## config.mk

```make
export PLATFORM = sky130hd
export DESIGN_NAME = erpt_cordic
export DESIGN_NICKNAME = d
export VERILOG_FILES = /design/src/rtl/erpt_pkg.sv /design/src/rtl/erpt_cordic.sv
export SDC_FILE = /design/constraint.sdc
export NUM_CORES = 1
export LEC_CHECK = 0
export ABC_AREA = 1
export ABC_CLOCK_PERIOD_IN_PS = 4950
export BUFFER_PORTS_ARGS = -buffer_cell sky130_fd_sc_hd__buf_4
export CORE_MARGIN = 5
export CORE_UTILIZATION = 45
export DETAILED_ROUTE_END_ITERATION = 8
export SYNTH_ARGS = -nofsm -noshare
export SYNTH_HDL_FRONTEND = slang
export SYNTH_SLANG_ARGS = --single-unit
```

## constraint.sdc

```tcl
create_clock -name clk_i -period 4.95 [get_ports clk_i]
set_input_delay 0.495 -clock clk_i [delete_from_list [all_inputs] [get_ports clk_i]]
set_output_delay 0.495 -clock clk_i [all_outputs]
set_load 0.1 [all_outputs]
```

## src/rtl/erpt_pkg.sv

```systemverilog
// ---------------------------------------------------------------------------
// erpt_pkg: shared types and constants of the rigid point transform
// Register indexes, coefficient term descriptors, the arctangent table and
// helpers used by the rebuild sequencer and the CORDIC lanes.
// ---------------------------------------------------------------------------
package erpt_pkg;

  // configuration register indexes
  localparam logic [3:0] REG_ROLL  = 4'd0;
  localparam logic [3:0] REG_PITCH = 4'd1;
  localparam logic [3:0] REG_YAW   = 4'd2;
  localparam logic [3:0] REG_THIRD = 4'd3;
  localparam logic [3:0] REG_SHX   = 4'd4;
  localparam logic [3:0] REG_SHY   = 4'd5;
  localparam logic [3:0] REG_SHZ   = 4'd6;
  localparam logic [3:0] REG_MODE  = 4'd7;

  localparam logic [5:0] MODE_RESET = 6'd7;

  // axis order codes (mode bits 3..0)
  localparam logic [3:0] ORD_RYR = 4'd0;
  localparam logic [3:0] ORD_RPR = 4'd1;
  localparam logic [3:0] ORD_PRP = 4'd2;
  localparam logic [3:0] ORD_PYP = 4'd3;
  localparam logic [3:0] ORD_YPY = 4'd4;
  localparam logic [3:0] ORD_YRY = 4'd5;
  localparam logic [3:0] ORD_RYP = 4'd6;
  localparam logic [3:0] ORD_RPY = 4'd7;
  localparam logic [3:0] ORD_PRY = 4'd8;
  localparam logic [3:0] ORD_PYR = 4'd9;
  localparam logic [3:0] ORD_YPR = 4'd10;
  localparam logic [3:0] ORD_YRP = 4'd11;
  localparam logic [3:0] ORD_IDENT = 4'd15;

  localparam logic signed [17:0] ONE_Q16 = 18'sd65536;
  localparam logic signed [39:0] C18_MAX = 40'sd131071;
  localparam logic signed [39:0] C18_MIN = -40'sd131072;
  localparam logic signed [33:0] CORDIC_X0 = 34'sd652032874;

  localparam logic [31:0] ATAN_TAB [24] = '{
    32'd536870912, 32'd316933406, 32'd167458907, 32'd85004756, 32'd42667331,
    32'd21354465, 32'd10679838, 32'd5340245, 32'd2670163, 32'd1335087,
    32'd667544, 32'd333772, 32'd166886, 32'd83443, 32'd41722, 32'd20861,
    32'd10430, 32'd5215, 32'd2608, 32'd1304, 32'd652, 32'd326, 32'd163, 32'd81
  };

  typedef enum logic [1:0] {SG_ZERO, SG_POS, SG_NEG} sign_e;

  // trig operand codes; the code is the index into the operand table
  typedef enum logic [3:0] {
    OP_ONE, OP_CR, OP_SR, OP_CP, OP_SP, OP_CY, OP_SY, OP_CT, OP_ST
  } opnd_e;

  // one term: sign * rnd(rnd(a*b)*c)
  typedef struct packed {
    sign_e sg;
    opnd_e a;
    opnd_e b;
    opnd_e c;
  } term_t;

  typedef struct packed {
    term_t t0;
    term_t t1;
  } entry_t;

  function automatic logic signed [17:0] sat18(input logic signed [39:0] v);
    logic signed [17:0] r;
    if (v > C18_MAX) r = 18'sd131071;
    else if (v < C18_MIN) r = -18'sd131072;
    else r = v[17:0];
    return r;
  endfunction

  function automatic term_t a3(input opnd_e a, input opnd_e b, input opnd_e c);
    return '{SG_POS, a, b, c};
  endfunction
  function automatic term_t s3(input opnd_e a, input opnd_e b, input opnd_e c);
    return '{SG_NEG, a, b, c};
  endfunction
  function automatic term_t a2(input opnd_e a, input opnd_e b);
    return '{SG_POS, a, b, OP_ONE};
  endfunction
  function automatic term_t s2(input opnd_e a, input opnd_e b);
    return '{SG_NEG, a, b, OP_ONE};
  endfunction
  function automatic term_t a1(input opnd_e a);
    return '{SG_POS, a, OP_ONE, OP_ONE};
  endfunction
  function automatic term_t s1(input opnd_e a);
    return '{SG_NEG, a, OP_ONE, OP_ONE};
  endfunction
  function automatic term_t tz();
    return '{SG_ZERO, OP_ONE, OP_ONE, OP_ONE};
  endfunction

  // matrix entry ent (row major) of the rotation in axis order ord
  function automatic entry_t coef_term(input logic [3:0] ord, input logic [3:0] ent);
    entry_t r;
    r = '{tz(), tz()};
    case (ord)
      ORD_RYR: case (ent)
        4'd0: r = '{a1(OP_CY), tz()};
        4'd1: r = '{s2(OP_CT, OP_SY), tz()};
        4'd2: r = '{a2(OP_SY, OP_ST), tz()};
        4'd3: r = '{a2(OP_CR, OP_SY), tz()};
        4'd4: r = '{a3(OP_CR, OP_CY, OP_CT), s2(OP_SR, OP_ST)};
        4'd5: r = '{s2(OP_CT, OP_SR), s3(OP_CR, OP_CY, OP_ST)};
        4'd6: r = '{a2(OP_SR, OP_SY), tz()};
        4'd7: r = '{a2(OP_CR, OP_ST), a3(OP_CY, OP_CT, OP_SR)};
        4'd8: r = '{a2(OP_CR, OP_CT), s3(OP_CY, OP_SR, OP_ST)};
        default: r = '{tz(), tz()};
      endcase
      ORD_RPR: case (ent)
        4'd0: r = '{a1(OP_CP), tz()};
        4'd1: r = '{a2(OP_SP, OP_ST), tz()};
        4'd2: r = '{a2(OP_CT, OP_SP), tz()};
        4'd3: r = '{a2(OP_SR, OP_SP), tz()};
        4'd4: r = '{a2(OP_CR, OP_CT), s3(OP_CP, OP_SR, OP_ST)};
        4'd5: r = '{s2(OP_CR, OP_ST), s3(OP_CP, OP_CT, OP_SR)};
        4'd6: r = '{s2(OP_CR, OP_SP), tz()};
        4'd7: r = '{a2(OP_CT, OP_SR), a3(OP_CR, OP_CP, OP_ST)};
        4'd8: r = '{a3(OP_CR, OP_CP, OP_CT), s2(OP_SR, OP_ST)};
        default: r = '{tz(), tz()};
      endcase
      ORD_PRP: case (ent)
        4'd0: r = '{a2(OP_CP, OP_CT), s3(OP_CR, OP_SP, OP_ST)};
        4'd1: r = '{a2(OP_SP, OP_SR), tz()};
        4'd2: r = '{a2(OP_CP, OP_ST), a3(OP_CR, OP_CT, OP_SP)};
        4'd3: r = '{a2(OP_SR, OP_ST), tz()};
        4'd4: r = '{a1(OP_CR), tz()};
        4'd5: r = '{s2(OP_CT, OP_SR), tz()};
        4'd6: r = '{s2(OP_CT, OP_SP), s3(OP_CP, OP_CR, OP_ST)};
        4'd7: r = '{a2(OP_CP, OP_SR), tz()};
        4'd8: r = '{a3(OP_CP, OP_CR, OP_CT), s2(OP_SP, OP_ST)};
        default: r = '{tz(), tz()};
      endcase
      ORD_PYP: case (ent)
        4'd0: r = '{a3(OP_CP, OP_CY, OP_CT), s2(OP_SP, OP_ST)};
        4'd1: r = '{s2(OP_CP, OP_SY), tz()};
        4'd2: r = '{a2(OP_CT, OP_SP), a3(OP_CP, OP_CY, OP_ST)};
        4'd3: r = '{a2(OP_CT, OP_SY), tz()};
        4'd4: r = '{a1(OP_CY), tz()};
        4'd5: r = '{a2(OP_SY, OP_ST), tz()};
        4'd6: r = '{s2(OP_CP, OP_ST), s3(OP_CY, OP_CT, OP_SP)};
        4'd7: r = '{a2(OP_SP, OP_SY), tz()};
        4'd8: r = '{a2(OP_CP, OP_CT), s3(OP_CY, OP_SP, OP_ST)};
        default: r = '{tz(), tz()};
      endcase
      ORD_YPY: case (ent)
        4'd0: r = '{a3(OP_CY, OP_CP, OP_CT), s2(OP_SY, OP_ST)};
        4'd1: r = '{s2(OP_CT, OP_SY), s3(OP_CY, OP_CP, OP_ST)};
        4'd2: r = '{a2(OP_CY, OP_SP), tz()};
        4'd3: r = '{a2(OP_CY, OP_ST), a3(OP_CP, OP_CT, OP_SY)};
        4'd4: r = '{a2(OP_CY, OP_CT), s3(OP_CP, OP_SY, OP_ST)};
        4'd5: r = '{a2(OP_SY, OP_SP), tz()};
        4'd6: r = '{s2(OP_CT, OP_SP), tz()};
        4'd7: r = '{a2(OP_SP, OP_ST), tz()};
        4'd8: r = '{a1(OP_CP), tz()};
        default: r = '{tz(), tz()};
      endcase
      ORD_YRY: case (ent)
        4'd0: r = '{a2(OP_CY, OP_CT), s3(OP_CR, OP_SY, OP_ST)};
        4'd1: r = '{s2(OP_CY, OP_ST), s3(OP_CR, OP_CT, OP_SY)};
        4'd2: r = '{a2(OP_SY, OP_SR), tz()};
        4'd3: r = '{a2(OP_CT, OP_SY), a3(OP_CY, OP_CR, OP_ST)};
        4'd4: r = '{a3(OP_CY, OP_CR, OP_CT), s2(OP_SY, OP_ST)};
        4'd5: r = '{s2(OP_CY, OP_SR), tz()};
        4'd6: r = '{a2(OP_SR, OP_ST), tz()};
        4'd7: r = '{a2(OP_CT, OP_SR), tz()};
        4'd8: r = '{a1(OP_CR), tz()};
        default: r = '{tz(), tz()};
      endcase
      ORD_RYP: case (ent)
        4'd0: r = '{a2(OP_CY, OP_CP), tz()};
        4'd1: r = '{s1(OP_SY), tz()};
        4'd2: r = '{a2(OP_CY, OP_SP), tz()};
        4'd3: r = '{a2(OP_SR, OP_SP), a3(OP_CR, OP_CP, OP_SY)};
        4'd4: r = '{a2(OP_CR, OP_CY), tz()};
        4'd5: r = '{a3(OP_CR, OP_SY, OP_SP), s2(OP_CP, OP_SR)};
        4'd6: r = '{a3(OP_CP, OP_SR, OP_SY), s2(OP_CR, OP_SP)};
        4'd7: r = '{a2(OP_CY, OP_SR), tz()};
        4'd8: r = '{a2(OP_CR, OP_CP), a3(OP_SR, OP_SY, OP_SP)};
        default: r = '{tz(), tz()};
      endcase
      ORD_RPY: case (ent)
        4'd0: r = '{a2(OP_CP, OP_CY), tz()};
        4'd1: r = '{s2(OP_CP, OP_SY), tz()};
        4'd2: r = '{a1(OP_SP), tz()};
        4'd3: r = '{a2(OP_CR, OP_SY), a3(OP_CY, OP_SR, OP_SP)};
        4'd4: r = '{a2(OP_CR, OP_CY), s3(OP_SR, OP_SP, OP_SY)};
        4'd5: r = '{s2(OP_CP, OP_SR), tz()};
        4'd6: r = '{a2(OP_SR, OP_SY), s3(OP_CR, OP_CY, OP_SP)};
        4'd7: r = '{a2(OP_CY, OP_SR), a3(OP_CR, OP_SP, OP_SY)};
        4'd8: r = '{a2(OP_CR, OP_CP), tz()};
        default: r = '{tz(), tz()};
      endcase
      ORD_PRY: case (ent)
        4'd0: r = '{a2(OP_CP, OP_CY), a3(OP_SP, OP_SR, OP_SY)};
        4'd1: r = '{a3(OP_CY, OP_SP, OP_SR), s2(OP_CP, OP_SY)};
        4'd2: r = '{a2(OP_CR, OP_SP), tz()};
        4'd3: r = '{a2(OP_CR, OP_SY), tz()};
        4'd4: r = '{a2(OP_CR, OP_CY), tz()};
        4'd5: r = '{s1(OP_SR), tz()};
        4'd6: r = '{a3(OP_CP, OP_SR, OP_SY), s2(OP_CY, OP_SP)};
        4'd7: r = '{a3(OP_CP, OP_CY, OP_SR), a2(OP_SP, OP_SY)};
        4'd8: r = '{a2(OP_CP, OP_CR), tz()};
        default: r = '{tz(), tz()};
      endcase
      ORD_PYR: case (ent)
        4'd0: r = '{a2(OP_CP, OP_CY), tz()};
        4'd1: r = '{a2(OP_SP, OP_SR), s3(OP_CP, OP_CR, OP_SY)};
        4'd2: r = '{a2(OP_CR, OP_SP), a3(OP_CP, OP_SY, OP_SR)};
        4'd3: r = '{a1(OP_SY), tz()};
        4'd4: r = '{a2(OP_CY, OP_CR), tz()};
        4'd5: r = '{s2(OP_CY, OP_SR), tz()};
        4'd6: r = '{s2(OP_CY, OP_SP), tz()};
        4'd7: r = '{a2(OP_CP, OP_SR), a3(OP_CR, OP_SP, OP_SY)};
        4'd8: r = '{a2(OP_CP, OP_CR), s3(OP_SP, OP_SY, OP_SR)};
        default: r = '{tz(), tz()};
      endcase
      ORD_YPR: case (ent)
        4'd0: r = '{a2(OP_CY, OP_CP), tz()};
        4'd1: r = '{a3(OP_CY, OP_SP, OP_SR), s2(OP_CR, OP_SY)};
        4'd2: r = '{a2(OP_SY, OP_SR), a3(OP_CY, OP_CR, OP_SP)};
        4'd3: r = '{a2(OP_CP, OP_SY), tz()};
        4'd4: r = '{a2(OP_CY, OP_CR), a3(OP_SY, OP_SP, OP_SR)};
        4'd5: r = '{a3(OP_CR, OP_SY, OP_SP), s2(OP_CY, OP_SR)};
        4'd6: r = '{s1(OP_SP), tz()};
        4'd7: r = '{a2(OP_CP, OP_SR), tz()};
        4'd8: r = '{a2(OP_CP, OP_CR), tz()};
        default: r = '{tz(), tz()};
      endcase
      ORD_YRP: case (ent)
        4'd0: r = '{a2(OP_CY, OP_CP), s3(OP_SY, OP_SR, OP_SP)};
        4'd1: r = '{s2(OP_CR, OP_SY), tz()};
        4'd2: r = '{a2(OP_CY, OP_SP), a3(OP_CP, OP_SY, OP_SR)};
        4'd3: r = '{a2(OP_CP, OP_SY), a3(OP_CY, OP_SR, OP_SP)};
        4'd4: r = '{a2(OP_CY, OP_CR), tz()};
        4'd5: r = '{a2(OP_SY, OP_SP), s3(OP_CY, OP_CP, OP_SR)};
        4'd6: r = '{s2(OP_CR, OP_SP), tz()};
        4'd7: r = '{a1(OP_SR), tz()};
        4'd8: r = '{a2(OP_CR, OP_CP), tz()};
        default: r = '{tz(), tz()};
      endcase
      default: begin
        // identity for the world frame and unused order codes
        if (ent == 4'd0 || ent == 4'd4 || ent == 4'd8) r = '{a1(OP_ONE), tz()};
        else r = '{tz(), tz()};
      end
    endcase
    return r;
  endfunction

endpackage

```

## src/rtl/erpt_cordic.sv

```systemverilog
// ---------------------------------------------------------------------------
// erpt_cordic: iterative sine/cosine lane
// One CORDIC micro-rotation per cycle, quadrant folding, Q16 rounding.
// ---------------------------------------------------------------------------
module erpt_cordic #(
  parameter int ANGLE_BITS = 16,
  parameter int STAGES     = 16
) (
  input  logic                   clk_i,
  input  logic                   rst_ni,
  input  logic                   start_i,
  input  logic [ANGLE_BITS-1:0]  angle_i,
  output logic                   done_o,
  output logic signed [17:0]     cos_o,
  output logic signed [17:0]     sin_o
);
  localparam int IW = $clog2(STAGES);

  logic               busy_q, done_q, flip_q;
  logic [IW-1:0]      i_q;
  logic signed [33:0] x_q, y_q;
  logic signed [32:0] z_q;

  logic [31:0]        ph;
  logic               flip;
  logic signed [32:0] z0;
  logic signed [33:0] dx, dy, xr, yr;
  logic signed [32:0] at;

  assign ph   = {angle_i, {(32 - ANGLE_BITS){1'b0}}};
  assign flip = ph[31] ^ ph[30];
  assign z0   = 33'(signed'({ph[31] ^ flip, ph[30:0]}));
  assign dx   = y_q >>> i_q;
  assign dy   = x_q >>> i_q;
  assign at   = signed'({1'b0, erpt_pkg::ATAN_TAB[5'(i_q)]});

  always_ff @(posedge clk_i or negedge rst_ni) begin
    if (!rst_ni) begin
      busy_q <= 1'b0;
      done_q <= 1'b0;
      flip_q <= 1'b0;
      i_q    <= '0;
      x_q    <= '0;
      y_q    <= '0;
      z_q    <= '0;
    end else if (start_i) begin
      busy_q <= 1'b1;
      done_q <= 1'b0;
      flip_q <= flip;
      i_q    <= '0;
      x_q    <= erpt_pkg::CORDIC_X0;
      y_q    <= '0;
      z_q    <= z0;
    end else if (busy_q) begin
      if (!z_q[32]) begin
        x_q <= x_q - dx;
        y_q <= y_q + dy;
        z_q <= z_q - at;
      end else begin
        x_q <= x_q + dx;
        y_q <= y_q - dy;
        z_q <= z_q + at;
      end
      if (i_q == IW'(STAGES - 1)) begin
        busy_q <= 1'b0;
        done_q <= 1'b1;
      end else begin
        i_q <= i_q + 1'b1;
      end
    end else begin
      done_q <= 1'b0;
    end
  end

  // Q30 -> Q16 with rounding, undo the half-turn fold
  assign xr = (x_q + 34'sd8192) >>> 14;
  assign yr = (y_q + 34'sd8192) >>> 14;
  assign cos_o  = erpt_pkg::sat18(40'(flip_q ? -xr : xr));
  assign sin_o  = erpt_pkg::sat18(40'(flip_q ? -yr : yr));
  assign done_o = done_q;
endmodule

```

==> out/qor.csv, run 1 <==
metric,value,unit
CTS Root Cell,clkbuf_16,
Area growth syn-to-layout,10.4,%
Final ANT Viol Nets,0,
Hold Buf Count CTS,0,
syn_area_per_cell,5.75,µm²
Least-Margin Pin Slew,934,ps
pre-CTS WS,46.2,ps
placed cell area,18700,µm²
Final Skew,19.6,ps
Worst setup SP type,register,
top cell type's share of synthesized area,18.1,%
Post-synth EDFFs,0,
Vias,20500,
vias in the first global route,19300,
CP required,5250,ps
vias per inst,5.67,
row count,72,
post-route minimum period,4610,ps
Syn. warnings,0,
Worst-Skew Late Latency,410,ps
"top cells by area, synth","nand2_1 (18%), dfrtp_1 (15%), nand3_1 (12%)",
Synth area leader,nand2_1,
all-layer global routing usage,29.7,%
Max Fclk,217,MHz
"slowest stage delay, CP",440,ps
die area,42900,µm²
period utilization,93.0,%
Die H,207,µm
Cell variety after synth,55,
PortBufs,55,
Buf/Inv on CP,6,
TritonRoute pass-1 iters,8,
cell area after synthesis,17500,µm²
Worst R2R Setup Slack,340,ps
synthesized instance count,3042,
layout cells sized above 1,7.92,%
Final setup viols,0,
Crit path max-delay family,simple AND/OR/NAND/NOR gates,
DR iter-0 viols,1763,
antenna cells,0,
IO Count,56,
NumNets Final,3222,
commonest register cell after synthesis,dfrtp_1,
Worst setup EP type,register,
GR Overflow Total,0,
Final Max Slew Viols,0,
min setup slack post-route,345,ps
Routed WL per cell,18.5,µm
initial antenna violation count,0,
synth cell count leaders,"nand2_1 (845), nand3_1 (406), inv_1 (345)",
CTS Sinks,108,
Die W,207,µm
first-pass GRT wire length,104000,µm
flip-flop and latch area,2710,µm²
Yosys reg bits,108,
Worst Path Arrival,4900,ps
most frequent CP cell,nand3_1,
Worst Hold Class,input port to asynchronous set/reset pin,
initial cell density of the core,45.4,%
normalized max-slew margin,37.7,%
CORE AREA,38600,µm²
FILL cells,4194,
critical path's slowest cell,dfrtp_2,
CTS tree,yes,
"Core Util, Final",50.1,%
status,"complete, no violations",
final instance area,19300,µm²
Post-synth ARST share,100,%
clk slew on worst S/H paths,80,ps
CTS max path bufs,2,
critical path type,register to register,
H-tree levels,3,
Final HPWL DP,53100,µm
hold violation count in the final report,0,
footprint of the multi-input gates,13200,µm²
sequential share of the synthesized area,15.4,%
syn nets,3174,
number of max-cap violations,0,
DRC errors left,0,
top-count cell post-synth,nand2_1,
Detailed Route WL,67000,µm
CP max FO,22,
largest net degree at the start of global routing,66,
CTS buffer count,9,
Routability Congestion,0.978,
-- path summary, 6_finish.rpt --
kind	from	end	depth (start not counted)
min in group clk_i	angle_i[11]	z_q[27]	3
max	i_q[0]	y_q[33]	26
max reg2reg	i_q[0]	y_q[33]	26
min	rst_ni	z_q[8]	1
min reg2reg	z_q[5]	z_q[5]	2
max in group asynchronous	rst_ni	i_q[2]	2
-- cells in the final DEF (no fill, tap or decap), types with 20 or more instances in the layout --
cell type | synthesis | layout
nor2_1 | 285 | 276
nor3_1 | 38 | 29
nand4_1 | 22 | 22
inv_1 | 345 | 344
buf_4 | 5 | 135
xor2_1 | 121 | 121
o21ai_0 | 212 | 203
o31ai_1 | 20 | 20
o22ai_1 | 28 | 28
a31oi_1 | 21 | 21
ha_1 | 110 | 109
a21oi_1 | 182 | 178
nand2_1 | 845 | 841
xnor2_1 | 45 | 45
dfrtp_1 | 108 | 104
nand3_1 | 406 | 400
-- flip-flops by register name, summed over array words and instances, names as in the netlist --
name / flops
x_q: 34
y_q: 34
z_q: 33
i_q: 4
busy_q: 1
done_o: 1
flip_q: 1
-- area by class of cell --
| class | instances | share of cell area [%] |
|---|---|---|
| Multi-Input combinational cell | 2474 | 68.2 |
| Sequential cell | 108 | 14.0 |
| Inverter | 353 | 6.87 |
| Timing Repair Buffer | 144 | 6.04 |
| Tap cell | 518 | 3.36 |
| Clock buffer | 10 | 1.24 |
| Clock inverter | 6 | 0.298 |
-- logic make-up (layout without fill, tap and decap cells) --
family,after synthesis,after routing,share of synthesized area (%)
muxes,1,1,0.0572
and+or+nand+nor,1644,1644,39.8
AOI/OAI and AO/OA,549,549,17.7
adders and majority gates,113,113,8.21
DFF,108,108,15.4
xor gates and xnor gates,167,167,8.40
buffers and inverters,460,513,10.4
-- through the flow --
step,cells,hold slack [ps],TNS [ps]
floorplan,3042,199,0
global placement,3590,472,0
detailed placement,3590,480,0
CTS,3606,225,0
global route,3613,266,-74.8
finish,3613,183,0
-- what timing repair did --
action	4_1_cts	5_1_grt
resized for setup	1	59
setup endpoints to repair	1	38
setup buffers	0	6
pin swaps	0	5
gates cloned	0	1
-- per-layer routing --
layer / part of all wire, % / GRT usage (%) / wire [µm]
met4: 4.3 / 11.9 / 2850
met2: 49 / 52.5 / 32600
met3: 5.3 / 3.49 / 3540
met5: 0 / 0 / 0
met1: 42 / 36.8 / 27900
Power of run 1 is not shown: default switching activity piles up to over one toggle a cycle in this logic, so the estimate is an artifact.
==> inputs of run 2 (changes only) <==
- CORE_UTILIZATION: 45 -> 60
- PLACE_DENSITY: unset -> 0.77
==> run 2 against run 1 <==
Compared with the run above: sequential share of layout area grew 0.17 points; non-clock buffer count is 11 lower; maximum frequency is 1.0% lower; wire length shrank 7.6%; setup slack worse by 48 ps; sequential cell count stayed put; first-iteration DRC count rose by 24%; design area down 1.2%; worst hold slack worse by 150 ps.
==> out/qor.csv, run 2 (synthesized netlist as in run 1, its figures left out) <==
metric,value,unit
initial cell density of the core,60.8,%
placed instance count,3448,
CP max FO,42,
Worst Path Arrival,4980,ps
normalized max-slew margin,31.6,%
met1 Use GR,43.5,%
Die W,181,µm
row count,62,
Final ANT Viol Nets,0,
Hold Buf Count CTS,0,
CTS Root Cell,clkbuf_16,
Final Skew,20.7,ps
initial antenna violation count,0,
hold violation count in the final report,0,
status,"complete, no violations",
clk slew on worst S/H paths,90,ps
CTS tree,yes,
Post-Layout Cell Count,3468,
"commonest cells after routing, fill and taps aside","nand2_1 (838), nand3_1 (402), inv_1 (344), nor2_1 (278), o21ai_0 (203)",
Final Max Slew Viols,0,
antenna cells,0,
Worst setup SP type,register,
CTS Sinks,108,
critical path type,register to register,
layout cells sized above 1,7.36,%
NumNets Final,3211,
post-route minimum period,4650,ps
Worst setup EP type,register,
Max Fclk,215,MHz
global route hottest layer,met2,
H-tree levels,3,
DR iter-0 viols,2194,
CP required,5280,ps
die area,32700,µm²
Worst-Skew Late Latency,400,ps
first-pass GRT wire length,97400,µm
Final setup viols,0,
all-layer global routing usage,36.2,%
CTS buffer count,9,
Routed WL per cell,17.8,µm
FILL cells,2715,
IO Count,56,
"commonest non-fill, non-tap cell in the layout",nand2_1,
PortBufs,55,
"slowest stage delay, CP",430,ps
met2 GRT Util,62.0,%
Routability Congestion,1.02,
flip-flop and latch area,2710,µm²
GRT met3 Usage,5.91,%
Buf/Inv on CP,6,
largest net degree at the start of global routing,85,
period utilization,94.0,%
GR Overflow Total,0,
TritonRoute pass-1 iters,6,
Die H,181,µm
vias per inst,6.03,
Least-Margin Pin Slew,1030,ps
footprint of the multi-input gates,13200,µm²
Final HPWL DP,48100,µm
Area growth syn-to-layout,9.08,%
most frequent CP cell,nand2_1,
CORE AREA,28800,µm²
Vias,20900,
CTS max path bufs,2,
Worst Hold Class,input port to asynchronous set/reset pin,
critical path's slowest cell,dfrtp_2,
vias in the first global route,19500,
largest registers,"x_q: 34 flops, y_q: 34 flops, z_q: 33 flops",
DRC errors left,0,
number of max-cap violations,0,
Detailed Route WL,61800,µm
Crit path max-delay family,simple AND/OR/NAND/NOR gates,
## run 2: cell types whose count changed in the layout (fill, tap and decap cells not counted), sizes merged
cell	previous run	this run
inv	353	355
buf	143	132
clkinv	5	3
bufinv	0	1
clkinvlp	1	0
## run 2: path summary, 6_finish.rpt
path | startpoint | end | slack (ps) | cells past startpoint
min | rst_ni | y_q[17] | 40 | 1
max | i_q[0] | x_q[33] | 300 | 31
min in group clk_i | angle_i[11] | z_q[27] | 330 | 3
max in group asynchronous | rst_ni | x_q[30] | 3880 | 2
max reg2reg | i_q[0] | x_q[33] | 300 | 31
min reg2reg | z_q[5] | z_q[5] | 500 | 2
## run 2: routing by layer
layer / share of wire [%] / up-vias
met5: 0 / -
met4: 5.8 / 0
met3: 8.2 / 216
met2: 47 / 1074
met1: 39 / 9485
li1: - / 10100
## run 2: per-stage QoR
| step | instance area, µm² | hold slack, ps | setup slack (ps) | utilization, % | TNS (ps) |
|---|---|---|---|---|---|
| after floorplan | 17500 | 199 | 618 | - | 0 |
| after global placement | 18500 | 469 | 227 | 64.3 | 0 |
| after detailed placement | 18500 | 479 | 57.7 | 64.3 | 0 |
| after CTS | 18800 | 50.6 | 44.0 | 65.4 | 0 |
| after global routing | 19100 | 77.1 | -132 | 66.3 | -615 |
| final | 19100 | 35.9 | 297 | 66.3 | 0 |
## run 2: layout make-up
cell class | instances | share of cell area, %
well taps | 384 | 2.52
flip-flops and latches | 108 | 14.2
inverters | 353 | 6.95
clock buffers | 10 | 1.25
clock inverters | 6 | 0.400
multi-input cells | 2474 | 68.9
repair buffers | 133 | 5.77
## run 2: timing repair
item | 4_1_cts | 5_1_grt
gates resized for setup | 0 | 55
endpoints found under the setup margin | 0 | 37
buffers inserted | 0 | 3
Power of run 2 is left out for the same reason.
